## config.mk

```make
export PLATFORM = sky130hd
export DESIGN_NAME = esc_pulse_slew_and_ramp
export DESIGN_NICKNAME = d
export VERILOG_FILES = /design/src/design/esr_pkg.sv /design/src/design/esr_mul.sv /design/src/design/esr_div.sv /design/src/design/esc_pulse_slew_and_ramp.sv
export SDC_FILE = /design/constraint.sdc
export NUM_CORES = 1
export LEC_CHECK = 0
export ABC_AREA = 0
export BUFFER_PORTS_ARGS = -buffer_cell sky130_fd_sc_hd__clkbuf_2
export CAP_MARGIN = 10
export CELL_PAD_IN_SITES_DETAIL_PLACEMENT = 0
export CELL_PAD_IN_SITES_GLOBAL_PLACEMENT = 1
export CORE_MARGIN = 4
export CORE_UTILIZATION = 35
export DETAILED_ROUTE_END_ITERATION = 10
export PLACE_DENSITY_LB_ADDON = 0.1
export SLEW_MARGIN = 5
export SYNTH_ARGS = -nofsm -noshare
export SYNTH_HDL_FRONTEND = slang
export SYNTH_SLANG_ARGS = --single-unit
```

## constraint.sdc

```tcl
create_clock -name clk -period 9.6 [get_ports clk]
set_input_delay 0.48 -clock clk [delete_from_list [all_inputs] [get_ports clk]]
set_output_delay 0.48 -clock clk [all_outputs]
set_load 0.02 [all_outputs]
```

## src/design/esr_pkg.sv

```systemverilog
// ----------------------------------------------------------------------------
// esr_pkg: shared definitions for the ESC pulse slew and ramp block
// Widths, reset values, request and register codes, and the control
// struct that starts the bit-serial arithmetic units.
// ----------------------------------------------------------------------------
package esr_pkg;

	localparam int FracBits = 24;
	localparam int AccW     = 36;
	localparam int PulseW   = 12;
	localparam int TimeW    = 32;
	localparam int RateW    = 24;
	localparam int DurW     = 22;
	localparam int AddrW    = 5;
	localparam int DataW    = 32;
	localparam int IterW    = 6;

	localparam int MulAW = 24;
	localparam int MulBW = 32;
	localparam int DivNW = 34;
	localparam int DivDW = 22;
	localparam int DivQW = 32;

	localparam logic [PulseW-1:0] IdlePulse    = 12'd1000;
	localparam logic [RateW-1:0]  RateReset    = 24'd1678;
	localparam logic [PulseW-1:0] TargetReset  = 12'd1000;
	localparam logic [PulseW-1:0] InitialReset = 12'd1000;
	localparam logic [PulseW-1:0] FinalReset   = 12'd2000;
	localparam logic [DurW-1:0]   DurReset     = 22'd10000;
	localparam logic [DivDW-1:0]  UsPerMs      = 22'd1000;

	typedef enum logic [1:0] {
		MODE_SLEW  = 2'd0,
		MODE_SWEEP = 2'd1,
		MODE_STOP  = 2'd2,
		MODE_HOLD  = 2'd3
	} mode_t;

	typedef enum logic [2:0] {
		REG_SLEW_RATE = 3'd0,
		REG_TARGET    = 3'd1,
		REG_INITIAL   = 3'd2,
		REG_FINAL     = 3'd3,
		REG_DURATION  = 3'd4
	} reg_idx_t;

	typedef struct packed {
		logic             start;
		logic [IterW-1:0] iters;
	} seq_ctl_t;

endpackage

```

## src/design/esr_mul.sv

```systemverilog
// ----------------------------------------------------------------------------
// esr_mul: bit-serial shift-add multiplier
// Consumes one multiplier bit per cycle and shifts the product right, so
// only an AW-bit adder sits between registers.
// ----------------------------------------------------------------------------
module esr_mul import esr_pkg::*; #(
	parameter int AW = MulAW,
	parameter int BW = MulBW
) (
	input  logic             clk,
	input  logic             arst_n,
	input  seq_ctl_t         ctl,
	input  logic [AW-1:0]    a,
	input  logic [BW-1:0]    b,
	output logic [AW+BW-1:0] prod,
	output logic             done
);

	logic [AW-1:0]    a_q;
	logic [AW+BW-1:0] prod_q;
	logic [IterW-1:0] cnt_q;
	logic             busy_q;
	logic             done_q;
	logic [AW:0]      sum;

	always_comb begin
		sum = {1'b0, prod_q[AW+BW-1:BW]} + (prod_q[0] ? {1'b0, a_q} : '0);
	end

	always_ff @(posedge clk or negedge arst_n) begin
		if (!arst_n) begin
			a_q    <= '0;
			prod_q <= '0;
			cnt_q  <= '0;
			busy_q <= 1'b0;
			done_q <= 1'b0;
		end else if (ctl.start) begin
			a_q    <= a;
			prod_q <= {{AW{1'b0}}, b};
			cnt_q  <= ctl.iters;
			busy_q <= 1'b1;
			done_q <= 1'b0;
		end else if (busy_q) begin
			prod_q <= {sum, prod_q[BW-1:1]};
			cnt_q  <= cnt_q - 1'b1;
			if (cnt_q == IterW'(1)) begin
				busy_q <= 1'b0;
				done_q <= 1'b1;
			end
		end else begin
			done_q <= 1'b0;
		end
	end

	assign prod = prod_q;
	assign done = done_q;

endmodule

```

## src/design/esr_div.sv

```systemverilog
// ----------------------------------------------------------------------------
// esr_div: bit-serial restoring divider
// Shifts one dividend bit per cycle into a remainder that stays below the
// divisor, producing one quotient bit per cycle.
// ----------------------------------------------------------------------------
module esr_div import esr_pkg::*; #(
	parameter int NW = DivNW,
	parameter int DW = DivDW,
	parameter int QW = DivQW
) (
	input  logic          clk,
	input  logic          arst_n,
	input  seq_ctl_t      ctl,
	input  logic [DW-1:0] rem_init,
	input  logic [NW-1:0] dvd,
	input  logic [DW-1:0] den,
	output logic [QW-1:0] quo,
	output logic          done
);

	logic [DW-1:0]    rem_q;
	logic [NW-1:0]    dvd_q;
	logic [DW-1:0]    den_q;
	logic [QW-1:0]    quo_q;
	logic [IterW-1:0] cnt_q;
	logic             busy_q;
	logic             done_q;
	logic [DW:0]      trial;
	logic [DW:0]      trial_sub;
	logic             fits;

	always_comb begin
		trial     = {rem_q, dvd_q[NW-1]};
		trial_sub = trial - {1'b0, den_q};
		fits      = trial >= {1'b0, den_q};
	end

	always_ff @(posedge clk or negedge arst_n) begin
		if (!arst_n) begin
			rem_q  <= '0;
			dvd_q  <= '0;
			den_q  <= '0;
			quo_q  <= '0;
			cnt_q  <= '0;
			busy_q <= 1'b0;
			done_q <= 1'b0;
		end else if (ctl.start) begin
			rem_q  <= rem_init;
			dvd_q  <= dvd;
			den_q  <= den;
			quo_q  <= '0;
			cnt_q  <= ctl.iters;
			busy_q <= 1'b1;
			done_q <= 1'b0;
		end else if (busy_q) begin
			rem_q  <= fits ? trial_sub[DW-1:0] : trial[DW-1:0];
			dvd_q  <= {dvd_q[NW-2:0], 1'b0};
			quo_q  <= {quo_q[QW-2:0], fits};
			cnt_q  <= cnt_q - 1'b1;
			if (cnt_q == IterW'(1)) begin
				busy_q <= 1'b0;
				done_q <= 1'b1;
			end
		end else begin
			done_q <= 1'b0;
		end
	end

	assign quo  = quo_q;
	assign done = done_q;

endmodule

```

## src/design/esc_pulse_slew_and_ramp.sv

```systemverilog
// ----------------------------------------------------------------------------
// esc_pulse_slew_and_ramp: throttle pulse slew limiter with linear sweep ramp
// A slew request gives its pulse through the 32-step serial multiplier. A
// sweep request takes a serial divide by 1000 alone when the ramp is
// complete, and otherwise a serial divide by 1000, a 12-step multiply and a
// 12-step divide. Stop, hold and the first slew request after reset or stop
// give no pulse. One request is in work at a time. Reset restores every
// register to its reset value at once.
// ----------------------------------------------------------------------------
module esc_pulse_slew_and_ramp import esr_pkg::*; (
	input  logic              clk,
	input  logic              arst_n,
	input  logic              tick_valid,
	output logic              tick_ready,
	input  logic [1:0]        mode,
	input  logic [TimeW-1:0]  now_us,
	input  logic [TimeW-1:0]  start_us,
	output logic              pulse_valid,
	input  logic              pulse_ready,
	output logic [PulseW-1:0] pulse_us,
	input  logic              psel,
	input  logic              penable,
	input  logic              pwrite,
	input  logic [AddrW-1:0]  paddr,
	input  logic [DataW-1:0]  pwdata,
	output logic [DataW-1:0]  prdata,
	output logic              pready
);

	typedef enum logic [2:0] {
		ST_IDLE,
		ST_SLEW_MUL,
		ST_MS_DIV,
		ST_RAMP_MUL,
		ST_RAMP_DIV,
		ST_DONE
	} state_t;

	state_t              state_q;
	logic [RateW-1:0]    rate_q;
	logic [PulseW-1:0]   target_q;
	logic [PulseW-1:0]   init_q;
	logic [PulseW-1:0]   final_q;
	logic [DurW-1:0]     dur_q;
	logic [AccW-1:0]     speed_q;
	logic [TimeW-1:0]    last_q;
	logic                latched_q;
	logic [AccW-1:0]     dist_q;
	logic                up_q;
	logic [PulseW-1:0]   res_q;
	logic [PulseW-1:0]   pulse_q;
	logic                pulse_valid_q;

	logic                accept;
	logic                cfg_wr;
	logic [AccW-1:0]     goal;
	logic [TimeW-1:0]    delta;
	logic [PulseW:0]     span;
	logic                span_neg;
	logic [PulseW:0]     span_abs;
	logic [PulseW-1:0]   span_mag;
	logic                reach;
	logic [AccW-1:0]     speed_next;
	logic                ramp_over;
	logic [DivNW-1:0]    ramp_prod;
	logic [PulseW-1:0]   ramp_q;
	logic [PulseW-1:0]   ramp_res;

	seq_ctl_t            mul_ctl;
	logic [MulAW-1:0]    mul_a;
	logic [MulBW-1:0]    mul_b;
	logic [MulAW+MulBW-1:0] mul_prod;
	logic                mul_done;

	seq_ctl_t            div_ctl;
	logic [DivDW-1:0]    div_rem;
	logic [DivNW-1:0]    div_dvd;
	logic [DivDW-1:0]    div_den;
	logic [DivQW-1:0]    div_quo;
	logic                div_done;

	assign accept = tick_valid && tick_ready;
	assign cfg_wr = psel && penable && pwrite && pready;
	assign pready = 1'b1;

	always_comb begin
		goal       = {target_q, {FracBits{1'b0}}};
		delta      = now_us - last_q;
		span       = {1'b0, final_q} - {1'b0, init_q};
		span_neg   = span[PulseW];
		span_abs   = span_neg ? -span : span;
		span_mag   = span_abs[PulseW-1:0];
		reach      = (|mul_prod[MulAW+MulBW-1:AccW]) || (mul_prod[AccW-1:0] >= dist_q);
		speed_next = reach ? goal :
			(up_q ? speed_q + mul_prod[AccW-1:0] : speed_q - mul_prod[AccW-1:0]);
		ramp_over  = div_quo >= {{(DivQW-DurW){1'b0}}, dur_q};
		ramp_prod  = mul_prod[DivNW+MulBW-PulseW-1:MulBW-PulseW];
		ramp_q     = div_quo[PulseW-1:0];
		ramp_res   = span_neg ? init_q - ramp_q : init_q + ramp_q;
	end

	always_comb begin
		mul_ctl = '0;
		mul_a   = rate_q;
		mul_b   = delta;
		div_ctl = '0;
		div_rem = '0;
		div_dvd = {now_us - start_us, 2'b00};
		div_den = UsPerMs;
		if (state_q == ST_IDLE) begin
			if (accept && mode_t'(mode) == MODE_SLEW && latched_q) begin
				mul_ctl.start = 1'b1;
				mul_ctl.iters = IterW'(TimeW);
			end
			if (accept && mode_t'(mode) == MODE_SWEEP) begin
				div_ctl.start = 1'b1;
				div_ctl.iters = IterW'(TimeW);
			end
		end else if (state_q == ST_MS_DIV) begin
			mul_a = {{(MulAW-DurW){1'b0}}, div_quo[DurW-1:0]};
			mul_b = {{(MulBW-PulseW){1'b0}}, span_mag};
			if (div_done && !ramp_over) begin
				mul_ctl.start = 1'b1;
				mul_ctl.iters = IterW'(PulseW);
			end
		end else if (state_q == ST_RAMP_MUL) begin
			div_rem = ramp_prod[DivNW-1:PulseW];
			div_dvd = {ramp_prod[PulseW-1:0], {(DivNW-PulseW){1'b0}}};
			div_den = dur_q;
			if (mul_done) begin
				div_ctl.start = 1'b1;
				div_ctl.iters = IterW'(PulseW);
			end
		end
	end

	esr_mul #(
		.AW(MulAW),
		.BW(MulBW)
	) u_mul (
		.clk   (clk),
		.arst_n(arst_n),
		.ctl   (mul_ctl),
		.a     (mul_a),
		.b     (mul_b),
		.prod  (mul_prod),
		.done  (mul_done)
	);

	esr_div #(
		.NW(DivNW),
		.DW(DivDW),
		.QW(DivQW)
	) u_div (
		.clk     (clk),
		.arst_n  (arst_n),
		.ctl     (div_ctl),
		.rem_init(div_rem),
		.dvd     (div_dvd),
		.den     (div_den),
		.quo     (div_quo),
		.done    (div_done)
	);

	always_ff @(posedge clk or negedge arst_n) begin
		if (!arst_n) begin
			rate_q   <= RateReset;
			target_q <= TargetReset;
			init_q   <= InitialReset;
			final_q  <= FinalReset;
			dur_q    <= DurReset;
		end else if (cfg_wr) begin
			unique case (reg_idx_t'(paddr[AddrW-1:2]))
				REG_SLEW_RATE: rate_q   <= pwdata[RateW-1:0];
				REG_TARGET:    target_q <= pwdata[PulseW-1:0];
				REG_INITIAL:   init_q   <= pwdata[PulseW-1:0];
				REG_FINAL:     final_q  <= pwdata[PulseW-1:0];
				REG_DURATION:  dur_q    <= pwdata[DurW-1:0];
				default: ;
			endcase
		end
	end

	always_comb begin
		unique case (reg_idx_t'(paddr[AddrW-1:2]))
			REG_SLEW_RATE: prdata = {{(DataW-RateW){1'b0}}, rate_q};
			REG_TARGET:    prdata = {{(DataW-PulseW){1'b0}}, target_q};
			REG_INITIAL:   prdata = {{(DataW-PulseW){1'b0}}, init_q};
			REG_FINAL:     prdata = {{(DataW-PulseW){1'b0}}, final_q};
			REG_DURATION:  prdata = {{(DataW-DurW){1'b0}}, dur_q};
			default:       prdata = '0;
		endcase
	end

	always_ff @(posedge clk or negedge arst_n) begin
		if (!arst_n) begin
			state_q       <= ST_IDLE;
			speed_q       <= {IdlePulse, {FracBits{1'b0}}};
			last_q        <= '0;
			latched_q     <= 1'b0;
			dist_q        <= '0;
			up_q          <= 1'b0;
			res_q         <= '0;
			pulse_q       <= '0;
			pulse_valid_q <= 1'b0;
		end else begin
			if (pulse_valid_q && pulse_ready && state_q != ST_DONE) begin
				pulse_valid_q <= 1'b0;
			end
			unique case (state_q)
				ST_IDLE: begin
					if (accept) begin
						unique case (mode_t'(mode))
							MODE_SLEW: begin
								last_q    <= now_us;
								latched_q <= 1'b1;
								up_q      <= speed_q < goal;
								dist_q    <= (speed_q < goal) ? goal - speed_q : speed_q - goal;
								if (latched_q) begin
									state_q <= ST_SLEW_MUL;
								end
							end
							MODE_SWEEP: state_q <= ST_MS_DIV;
							MODE_STOP: begin
								speed_q   <= {IdlePulse, {FracBits{1'b0}}};
								last_q    <= '0;
								latched_q <= 1'b0;
							end
							MODE_HOLD: ;
						endcase
					end
				end
				ST_SLEW_MUL: begin
					if (mul_done) begin
						speed_q <= speed_next;
						res_q   <= speed_next[AccW-1:FracBits];
						state_q <= ST_DONE;
					end
				end
				ST_MS_DIV: begin
					if (div_done) begin
						if (ramp_over) begin
							res_q   <= final_q;
							state_q <= ST_DONE;
						end else begin
							state_q <= ST_RAMP_MUL;
						end
					end
				end
				ST_RAMP_MUL: begin
					if (mul_done) begin
						state_q <= ST_RAMP_DIV;
					end
				end
				ST_RAMP_DIV: begin
					if (div_done) begin
						res_q   <= ramp_res;
						state_q <= ST_DONE;
					end
				end
				ST_DONE: begin
					if (!pulse_valid_q || pulse_ready) begin
						pulse_q       <= res_q;
						pulse_valid_q <= 1'b1;
						state_q       <= ST_IDLE;
					end
				end
				default: state_q <= ST_IDLE;
			endcase
		end
	end

	assign tick_ready  = state_q == ST_IDLE;
	assign pulse_valid = pulse_valid_q;
	assign pulse_us    = pulse_q;

	a_mul_done_state: assert property (@(posedge clk) disable iff (!arst_n)
		mul_done |-> (state_q == ST_SLEW_MUL || state_q == ST_RAMP_MUL))
		else $error("Multiplier finished outside a multiply state.");

	a_div_done_state: assert property (@(posedge clk) disable iff (!arst_n)
		div_done |-> (state_q == ST_MS_DIV || state_q == ST_RAMP_DIV))
		else $error("Divider finished outside a divide state.");

	a_ramp_bound: assert property (@(posedge clk) disable iff (!arst_n)
		(state_q == ST_RAMP_DIV && div_done) |->
		(div_quo[PulseW-1:0] <= span_mag && div_quo[DivQW-1:PulseW] == '0))
		else $error("Ramp quotient exceeds the ramp span.");

	a_unlatched_clear: assert property (@(posedge clk) disable iff (!arst_n)
		!latched_q |-> last_q == '0)
		else $error("Latched time is nonzero while no time is latched.");

endmodule
```

; ---- Word level (Yosys, flattened, before mapping)
; Index checks and enable logic that the tools add are counted.
; W data, S select, Z words.
[classes]
n_reduce_logical = 33
n_addsub = 14
multipliers = 0
mux = 78
eq_ne = 26
shifts = 0
bitwise_logic = 0
n_div = 0
n_lt_le_gt_ge = 4
[ops]
columns = op, count
row1 = $mux W36, 6
row2 = $mux W22, 9
row3 = $mux W34, 5
row4 = $mux W32, 4
row5 = $pmux W24 S5, 1
row6 = $mux W56, 2
row7 = $sub A36 B36 Y36, 3
row8 = $mux W12, 6
row9 = $mux W24, 3
row10 = $pmux W36 S2, 1
row11 = $pmux W32 S2, 1
row12 = $sub A32 B32 Y32, 2
row13 = $mux W7, 9
row14 = $add A36 B36 Y36, 1
row15 = $ge A36 B36 Y1, 1
row16 = $lt A36 B36 Y1, 1
row17 = $pmux W12 S3, 1
row18 = $ge A32 B22 Y1, 1
row19 = $add A24 B25 Y25, 1
row20 = $mux W3, 8
row21 = $mux W6, 4
row22 = $ge A23 B22 Y1, 1
row23 = $sub A22 B22 Y22, 1
row24 = $reduce_or A20 Y1, 1
row25 = 31 further kinds, 82
[totals]
latchBits = 0
wordCells = 181
mem_count = 0
regBits = 422
romBits = 0
output_inout_bits = 47
ram_bits = 0

; ---- Logic depth before layout (Yosys ltp)
; Gate-level depths: netlist (run 1).
[depth]
word_depth = 7
depth_mapped = 25

; ---- Hierarchy
; Synthesis (run 1) repeated with hierarchy kept, for this count alone.
[unflattened]
cells_unflattened = 3762
area_unflattened_um2 = 32105.8
[by_module_without_submodules]
columns = mod, area_each_um2, cells_per_inst, n_inst
row1 = esc_pulse_slew_and_ramp, 20312.0, 2516, 1
row2 = esr_div, 6520.0, 698, 1
row3 = esr_mul, 5273.8, 548, 1

; ---- Worst setup path after synthesis (run 1)
; Ideal clock, no wire load.
[synth_path]
path_kind = register to register
from = reg final_q[0]
to = reg res_q[11]
path_slack_ns = 5.005
path_stages_with_launch = 26
t_arrival_ns = 4.513
setup_ns = 0.082
t_required_ns = 9.518
path_cell_list = dfrtp_1 -> inv_1 -> ha_1 -> inv_1 -> fa_1 -> a21o_1 -> a21o_1 -> a21o_1 -> a41o_1 -> o22a_1 -> clkbuf_1 -> clkbuf_1 -> nor2_1 -> a21o_1 -> inv_1 -> ha_1 -> nor2b_1 -> o21ai_0 -> a21boi_0 -> o31ai_1 -> a21oi_1 -> a21oi_1 -> o2bb2ai_1 -> xnor2_1 -> o2111a_1 -> o22ai_1
[synth_via]
elab_chain_cells = 4
[synth_lines]
columns = item, line
row1 = "start, declared", esc_pulse_slew_and_ramp.sv:43  ; logic [PulseW-1:0] final_q;
row2 = "start signal, assigned", esc_pulse_slew_and_ramp.sv:170  ; final_q <= FinalReset;
row3 = "start signal, assigned", esc_pulse_slew_and_ramp.sv:177  ; REG_FINAL: final_q <= pwdata[PulseW-1:0];
row4 = $sub A12 B12 Y13, esc_pulse_slew_and_ramp.sv:89  ; span = {1'b0, final_q} - {1'b0, init_q};
row5 = $mux W12, esc_pulse_slew_and_ramp.sv:99  ; ramp_res = span_neg ? init_q - ramp_q : init_q + ramp_q;
row6 = $mux W12, esc_pulse_slew_and_ramp.sv:256  ; if (div_done) begin
row7 = $pmux W12 S3, esc_pulse_slew_and_ramp.sv:210  ; unique case (state_q)
row8 = "end signal, assigned", esc_pulse_slew_and_ramp.sv:236  ; res_q <= speed_next[AccW-1:FracBits];
row9 = "end signal, assigned", esc_pulse_slew_and_ramp.sv:243  ; res_q <= final_q;
row10 = "end signal, assigned", esc_pulse_slew_and_ramp.sv:257  ; res_q <= ramp_res;
row11 = "end, declared", esc_pulse_slew_and_ramp.sv:50  ; logic [PulseW-1:0] res_q;
; Every way passes these cells. The select of a mux whose other input is x is not followed.
; A chain may end at the register's enable or synchronous reset.

; ---- Worst setup path after layout (run 1)
[layout_path]
from = reg u_mul.prod_q[0] (netlist: u_mul.prod[0])
to = reg speed_q[35]
[layout_via]
elab_chain_cells = 5
elab_cells_between_ends = 8
[layout_lines]
columns = item, line
row1 = "start, declared", esr_mul.sv:20  ; logic [AW+BW-1:0] prod_q;
row2 = "start signal, assigned", esr_mul.sv:39  ; prod_q <= {{AW{1'b0}}, b};
row3 = "start signal, assigned", esr_mul.sv:44  ; prod_q <= {sum, prod_q[BW-1:1]};
row4 = "$sub A36 B36 Y36, or another cell as far along", esc_pulse_slew_and_ramp.sv:95  ; (up_q ? speed_q + mul_prod[AccW-1:0] : speed_q - mul_prod[AccW-1:0]);
row5 = $mux W36 / $logic_or A1 B1 Y1 (equally long branches), "esc_pulse_slew_and_ramp.sv:95, esc_pulse_slew_and_ramp.sv:93"
row6 = $mux W36 *, esc_pulse_slew_and_ramp.sv:94  ; speed_next = reach ? goal :
row7 = $mux W36 *, esc_pulse_slew_and_ramp.sv:234  ; if (mul_done) begin
row8 = $pmux W36 S2 *, esc_pulse_slew_and_ramp.sv:210
row9 = "end signal, assigned", esc_pulse_slew_and_ramp.sv:198  ; speed_q <= {IdlePulse, {FracBits{1'b0}}};
row10 = "end signal, assigned", esc_pulse_slew_and_ramp.sv:225  ; speed_q <= {IdlePulse, {FracBits{1'b0}}};
row11 = "end signal, assigned", esc_pulse_slew_and_ramp.sv:235  ; speed_q <= speed_next;
row12 = "end, declared", esc_pulse_slew_and_ramp.sv:45  ; logic [AccW-1:0] speed_q;
; Every way passes the cells marked *; elsewhere a longest branch is shown, timed or not. The select of a mux whose other input is x is not followed.

==> results of run 1 <==
==> routing by layer <==
| metal | vias to the layer above | share of wire (%) |
|---|---|---|
| met5 | - | 0.012 |
| met4 | 2 | 1.8 |
| met3 | 122 | 4.1 |
| met2 | 482 | 48 |
| met1 | 13080 | 46 |
| li1 | 12730 | - |
==> through the flow <==
step | hold WS [ns] | std cells | utilization (%) | area [um^2] | total power, mW
CTS | 0.05921 | 4799 | 39.64 | 34600 | 13.22
global placement | 0.4669 | 4700 | 37.50 | 32730 | 10.85
finish | 0.1042 | 4800 | 39.64 | 34610 | 13.11
floorplan | 0.1844 | 3550 | - | 31030 | 8.807
global route | 0.08618 | 4799 | 39.64 | 34600 | 14.28
detailed placement | 0.4697 | 4700 | 37.50 | 32730 | 10.97
==> kinds of logic (layout without fill, tap and decap cells) <==
logic type,Yosys count,count (layout),synth area share (%)
AO/OA/AOI/OAI,997,997,20.49
XOR/XNOR,222,222,6.295
adder cells (fa/ha/maj),263,263,10.81
buffers and inverters,425,519,5.444
flip-flops,420,420,34.04
multiplexers,226,226,7.643
other,2,10,0.02422
AND/OR/NAND/NOR,988,988,15.25
==> area by class of cell <==
type | instances | area, um^2 | area share (%)
timing repair buffer | 168 | 930.9 | 2.690
sequential | 420 | 10560 | 30.51
antenna | 1 | 2.502 | 0.007231
clock buffer | 74 | 1504 | 4.346
multi-input combinational | 2705 | 18860 | 54.49
inverter | 253 | 949.7 | 2.744
tap | 1155 | 1445 | 4.176
clock inverter | 24 | 357.8 | 1.034
==> power by group through the flow <==
stage | registers, mW | logic, mW | clock network, mW
after floorplan | 3.00 | 5.81 | 0
after global placement | 3.41 | 7.45 | 0
after detailed placement | 3.43 | 7.54 | 0
after CTS | 3.40 | 7.60 | 2.22
after global routing | 3.50 | 8.49 | 2.28
final | 3.40 | 7.56 | 2.15
==> worst max-delay path, cell delays in order, from the launching register on <==
cell	delay, ns
dfrtp_1	0.80
inv_1	0.27
ha_1	0.20
nand2b_1	0.08
nor4_1	0.28
nand2b_1	0.27
nor3_1	0.72
a21oi_1	0.17
xor2_1	0.20
ha_1	0.38
a21oi_1	0.30
o21bai_1	0.14
a21oi_1	0.16
nor2b_1	0.07
nor4_1	0.16
a31oi_1	0.19
a211o_1	0.34
a21oi_1	0.20
xnor2_1	0.19
o221ai_2	0.12
==> worst max path at each step <==
stage | endpoint | start | slack (ns)
after floorplan | res_q[11] | final_q[0] | 5.00
after detailed placement | speed_q[35] | u_mul.prod[0] | 4.12
after CTS | speed_q[35] | u_mul.prod[0] | 4.10
after global routing | speed_q[35] | u_mul.prod[0] | 3.61
final | speed_q[35] | u_mul.prod[0] | 4.19
after global placement | speed_q[35] | u_mul.prod[0] | 4.16
==> state kept, by name, summed over array words and instances, names as in the netlist, 3 cells and up <==
name	cells
rate_q	24
u_div.quo	32
u_mul.a_q	24
last_q	32
dist_q	36
u_mul.prod	56
res_q	12
pulse_us	12
u_div.cnt_q	6
u_mul.cnt_q	6
u_div.dvd_q	32
state_q	3
target_q	12
init_q	12
final_q	12
speed_q	36
u_div.rem_q	22
u_div.den_q	22
dur_q	22
==> cells in the final DEF, fill, tap and decap left out, drive strengths merged, types with 118 or more instances in the layout <==
cell type / netlist / layout
nor2: 278 / 278
o21ai: 281 / 281
nand2: 303 / 303
xnor2: 118 / 118
mux2i: 140 / 140
inv: 253 / 255
ha: 255 / 255
clkbuf: 132 / 210
dfrtp: 385 / 385
a21oi: 227 / 227
==> impl_metrics.toml, run 1 <==
[route]
num_vias = 26420
drtIter0Drc = 1682
drc = 0
ant_nets = 0
dr.pass1.iters = 5
viasPerCell = 5.504
wire_per_inst_um = 21.98
routed_wl_um = 105500

[global_route]
grt_pass1_wl_um = 163200
overflow = 0
grt_max_degree = 106
grt-busiest-layer = "met2"
grt_usage_pct = 22.12
antenna_found_initial = 6
use_met1_pct = 30.00
grt_pass1_vias = 26640
use_met3_pct = 2.575
grt.met2_usage_pct = 38.26

[placed_design]
gp_congestion = 0.8891
dp_slack_ns = 4.123
portBuffers = 137
dp_hpwl_um = 80380

[synthesis]
synth_edf_count = 0
ys_seq_area_share_pct = 34.04
ys_warn_count = 0
synth_top_area_share_pct = 31.07
yosysMostFrequentCell = "dfrtp_1"
yosys_most_used_dff = "dfrtp_1"
ys_top_cells_by_count = "385 x dfrtp_1, 302 x nand2_1, 278 x nor2_1"
synth-async-reset-ratio_pct = 100.0
synth.avg_cell_area_um2 = 8.751
netlist_area_um2 = 31000
yosysTopAreaCell = "dfrtp_1"
ys_seq_elements = 420
ys_types = 100
synthCells = 3543
yosys-top-cells-area = "dfrtp_1 31%, ha_1 10%, mux2i_1 4.5%"

[job]
maxCapViolations = 0

[timing]
hold_viol_final = 0
setup_viol = 0
drv_slew = 0
max_slew_margin_pct = 26.49
min_period_over_period_pct = 56.41
fmax_mhz = 184.7
setup_ws_ns = 4.185
period_minus_slack_ns = 5.415
tightest_slew_ns = 1.103
setup_tns_ns = 0
fin_skew_ns = 0.03066
rsz0062_at_grt = "no"

[clock_network]
clockBufferDepth = 3
cts_root_buffer = "clkbuf_16"
cts_resized = 0
insertion_delay_ns = 0.62
postCtsHoldBufs = 1
cts_tree = "built"
path_clk_slew_ns = 0.06
cts_buffers = 52
htree_num_levels = 2
clock-sinks = 420
postCtsSetupRepairBufs = 0

[pwr]
p_leak_nw = 16.15
p_sw_share_pct = 46.54
combPwrFrac_pct = 57.6
clkPwrFrac_pct = 16.4
pwr-share-seq_pct = 25.9
p_sw_mw = 6.102
p_int_mw = 7.010
power_density_nw_per_um2 = 378.9
peakVddDrop_mv = 0.1716

[critical_path]
path_max_fanout = 28
rr_worst_depth = 19
reg2reg_slack_ns = 4.19
required_ns = 10.05
r2r-start = "u_mul.prod[0]"
critPathKind = "flop to flop"
worstPathArrival_ns = 5.87
worstSetupEndpointType = "flop"
start_kind = "flop"
timing.rr.end = "speed_q[35]"

[die]
dieArea_um2 = 93410
ios = 157
die_y_um = 305.6
coreArea_um2 = 87290
placementRows = 108
initial_core_util_pct = 35.52
dieWidth_um = 305.6

[layout]
syn_to_final_growth_pct = 11.61
final_nets = 3973
fillers = 8933
drive_gt1_share_pct = 12.07

[min_path]
holdPathEnd = "rate_q[18]"
hold_start = "pwdata[18]"
hold_depth = 2
hold_class = "input port to flop"

[status]
status = "finished clean"
(Power assumes the default switching activity.)
==> run 2, diff against run 1 <==
==> constraint.sdc (replaced) <==
create_clock -name clk -period 5.3 [get_ports clk]
set_input_delay 0.265 -clock clk [delete_from_list [all_inputs] [get_ports clk]]
set_output_delay 0.265 -clock clk [all_outputs]
set_load 0.02 [all_outputs]
==> impl_metrics.toml, run 2 (same netlist as run 1, synthesis figures left out) <==
[status]
status = "finished clean"

[route]
drc = 0
ant_nets = 0
num_vias = 26560
drtIter0Drc = 1625
dr.pass1.iters = 7
routed_wl_um = 109000
wire_per_inst_um = 22.41
viasPerCell = 5.458

[pwr]
clkPwrFrac_pct = 15.8
pwr-share-seq_pct = 25.4
p_sw_share_pct = 47.45
p_int_mw = 12.62
p_leak_nw = 16.43
combPwrFrac_pct = 58.8
power_density_nw_per_um2 = 681.5
p_sw_mw = 11.39
peakVddDrop_mv = 0.3571
power.total_mw = 24.01

[critical_path]
slowest_delay_ns = 0.44
required_ns = 5.76
rr_worst_depth = 21
start_kind = "flop"
r2r-start = "final_q[0]"
worstPathArrival_ns = 5.38
path_max_fanout = 3
critPathKind = "flop to flop"
worstSetupEndpointType = "flop"
critical-path-slowest-cell = "fa_1"
path_cells = "inv_1, ha_1, inv_1, fa_1, a21o_1, a21o_1, a21o_1, a41o_1, o22a_1, a21o_1, fa_1, nor2b_1, o21ai_0, a21boi_0, o21ai_0, a21oi_1, a21o_1, a21oi_1, xnor2_1, a221oi_1, a31oi_1"
timing.rr.end = "res_q[10]"
reg2reg_slack_ns = 0.38
cpMostUsedCell = "a21o_1"

[layout]
drive_gt1_share_pct = 12.40
fin_area_um2 = 35220
regArea_um2 = 10560
fillers = 8923
layout_common_cells = "383 x dfrtp_1, 300 x nand2_1, 275 x o21ai_0"
layout_commonest_cell = "dfrtp_1"
syn_to_final_growth_pct = 13.61
largest_reg_flops = 56
final_nets = 4039
multiInputGateArea_um2 = 18860

[global_route]
grt_pass1_wl_um = 167300
grt_pass1_vias = 26960
grt_usage_pct = 22.94
antenna_found_initial = 2
overflow = 0
grt_max_degree = 156

[min_path]
hold_depth = 3
hold_start = "now_us[1]"
hold_class = "input port to flop"
holdPathEnd = "last_q[1]"

[timing]
setup_tns_ns = 0
setup_viol = 0
rsz0062_at_grt = "no"
drv_slew = 0
max_slew_margin_pct = 29.85
fmax_mhz = 203.4
tightest_slew_ns = 1.050
min_period_over_period_pct = 92.78
fin_skew_ns = 0.02423
hold_viol_final = 0
period_minus_slack_ns = 4.917

[die]
coreArea_um2 = 87290
placementRows = 108
dieArea_um2 = 93410
dieWidth_um = 305.6
die_y_um = 305.6
ios = 157
initial_core_util_pct = 35.52

[clock_network]
htree_num_levels = 2
path_clk_slew_ns = 0.06
insertion_delay_ns = 0.62
cts_root_buffer = "clkbuf_16"
postCtsSetupRepairBufs = 0
cts_resized = 0
cts_buffers = 53
clockBufferDepth = 3
postCtsHoldBufs = 48
cts_tree = "built"
clock-sinks = 420

[job]
maxCapViolations = 0

[placed_design]
place_area_um2 = 32920
portBuffers = 137
gp_congestion = 0.9017
dp_hpwl_um = 83360
## run 2: critical path, delay by kind of cell, from the launching register on
kind,cells,cell delay [ns]
AND/OR/NAND/NOR,1,0.12
AO/OA/AOI/OAI,14,2.96
flip-flops,1,0.39
adder cells (fa/ha/maj),3,1.00
buffers and inverters,2,0.14
XOR/XNOR,1,0.13
## run 2: per-layer routing
layer | part of all wire (%) | track usage (%) | wire length [um]
met4 | 2.1 | 4.949 | 2312
met1 | 47 | 31.36 | 51070
met3 | 3.4 | 2.832 | 3760
met2 | 48 | 39.04 | 51870
met5 | 0.012 | 0 | 13
## run 2: power groups by stage
stage,sequential [mW],combinational (mW),clock (mW)
finish,6.10,14.1,3.78
global route,6.28,15.8,4.02
CTS,6.10,14.1,3.90
detailed placement,6.15,14.0,0
global placement,6.12,13.9,0
floorplan,5.44,10.5,0
## run 2: stage by stage
step,hold WS (ns),std cells,setup WS (ns),utilization [%]
finish,0.03681,4866,0.3828,40.35
global route,0.03218,4864,0.03420,40.35
CTS,0.008124,4864,0.4240,40.35
detailed placement,0.1275,4718,0.4459,37.71
global placement,0.1301,4718,0.4553,37.71
floorplan,-0.03059,3550,0.7048,-
## run 2: worst max path at each step
stage | start | end | slack, ns
floorplan | final_q[0] | res_q[11] | 0.70
global placement | final_q[0] | res_q[10] | 0.46
detailed placement | final_q[0] | res_q[10] | 0.45
CTS | final_q[0] | res_q[10] | 0.42
global route | final_q[0] | res_q[10] | 0.03
finish | final_q[0] | res_q[10] | 0.38
## run 2: layout make-up
cell class	instances	area share (%)
antenna	2	0.01421
clock buffer	73	4.319
clock inverter	25	0.8525
inverter	253	2.696
multi-input combinational	2705	53.53
sequential	420	29.98
tap	1155	4.103
timing repair buffer	233	4.504
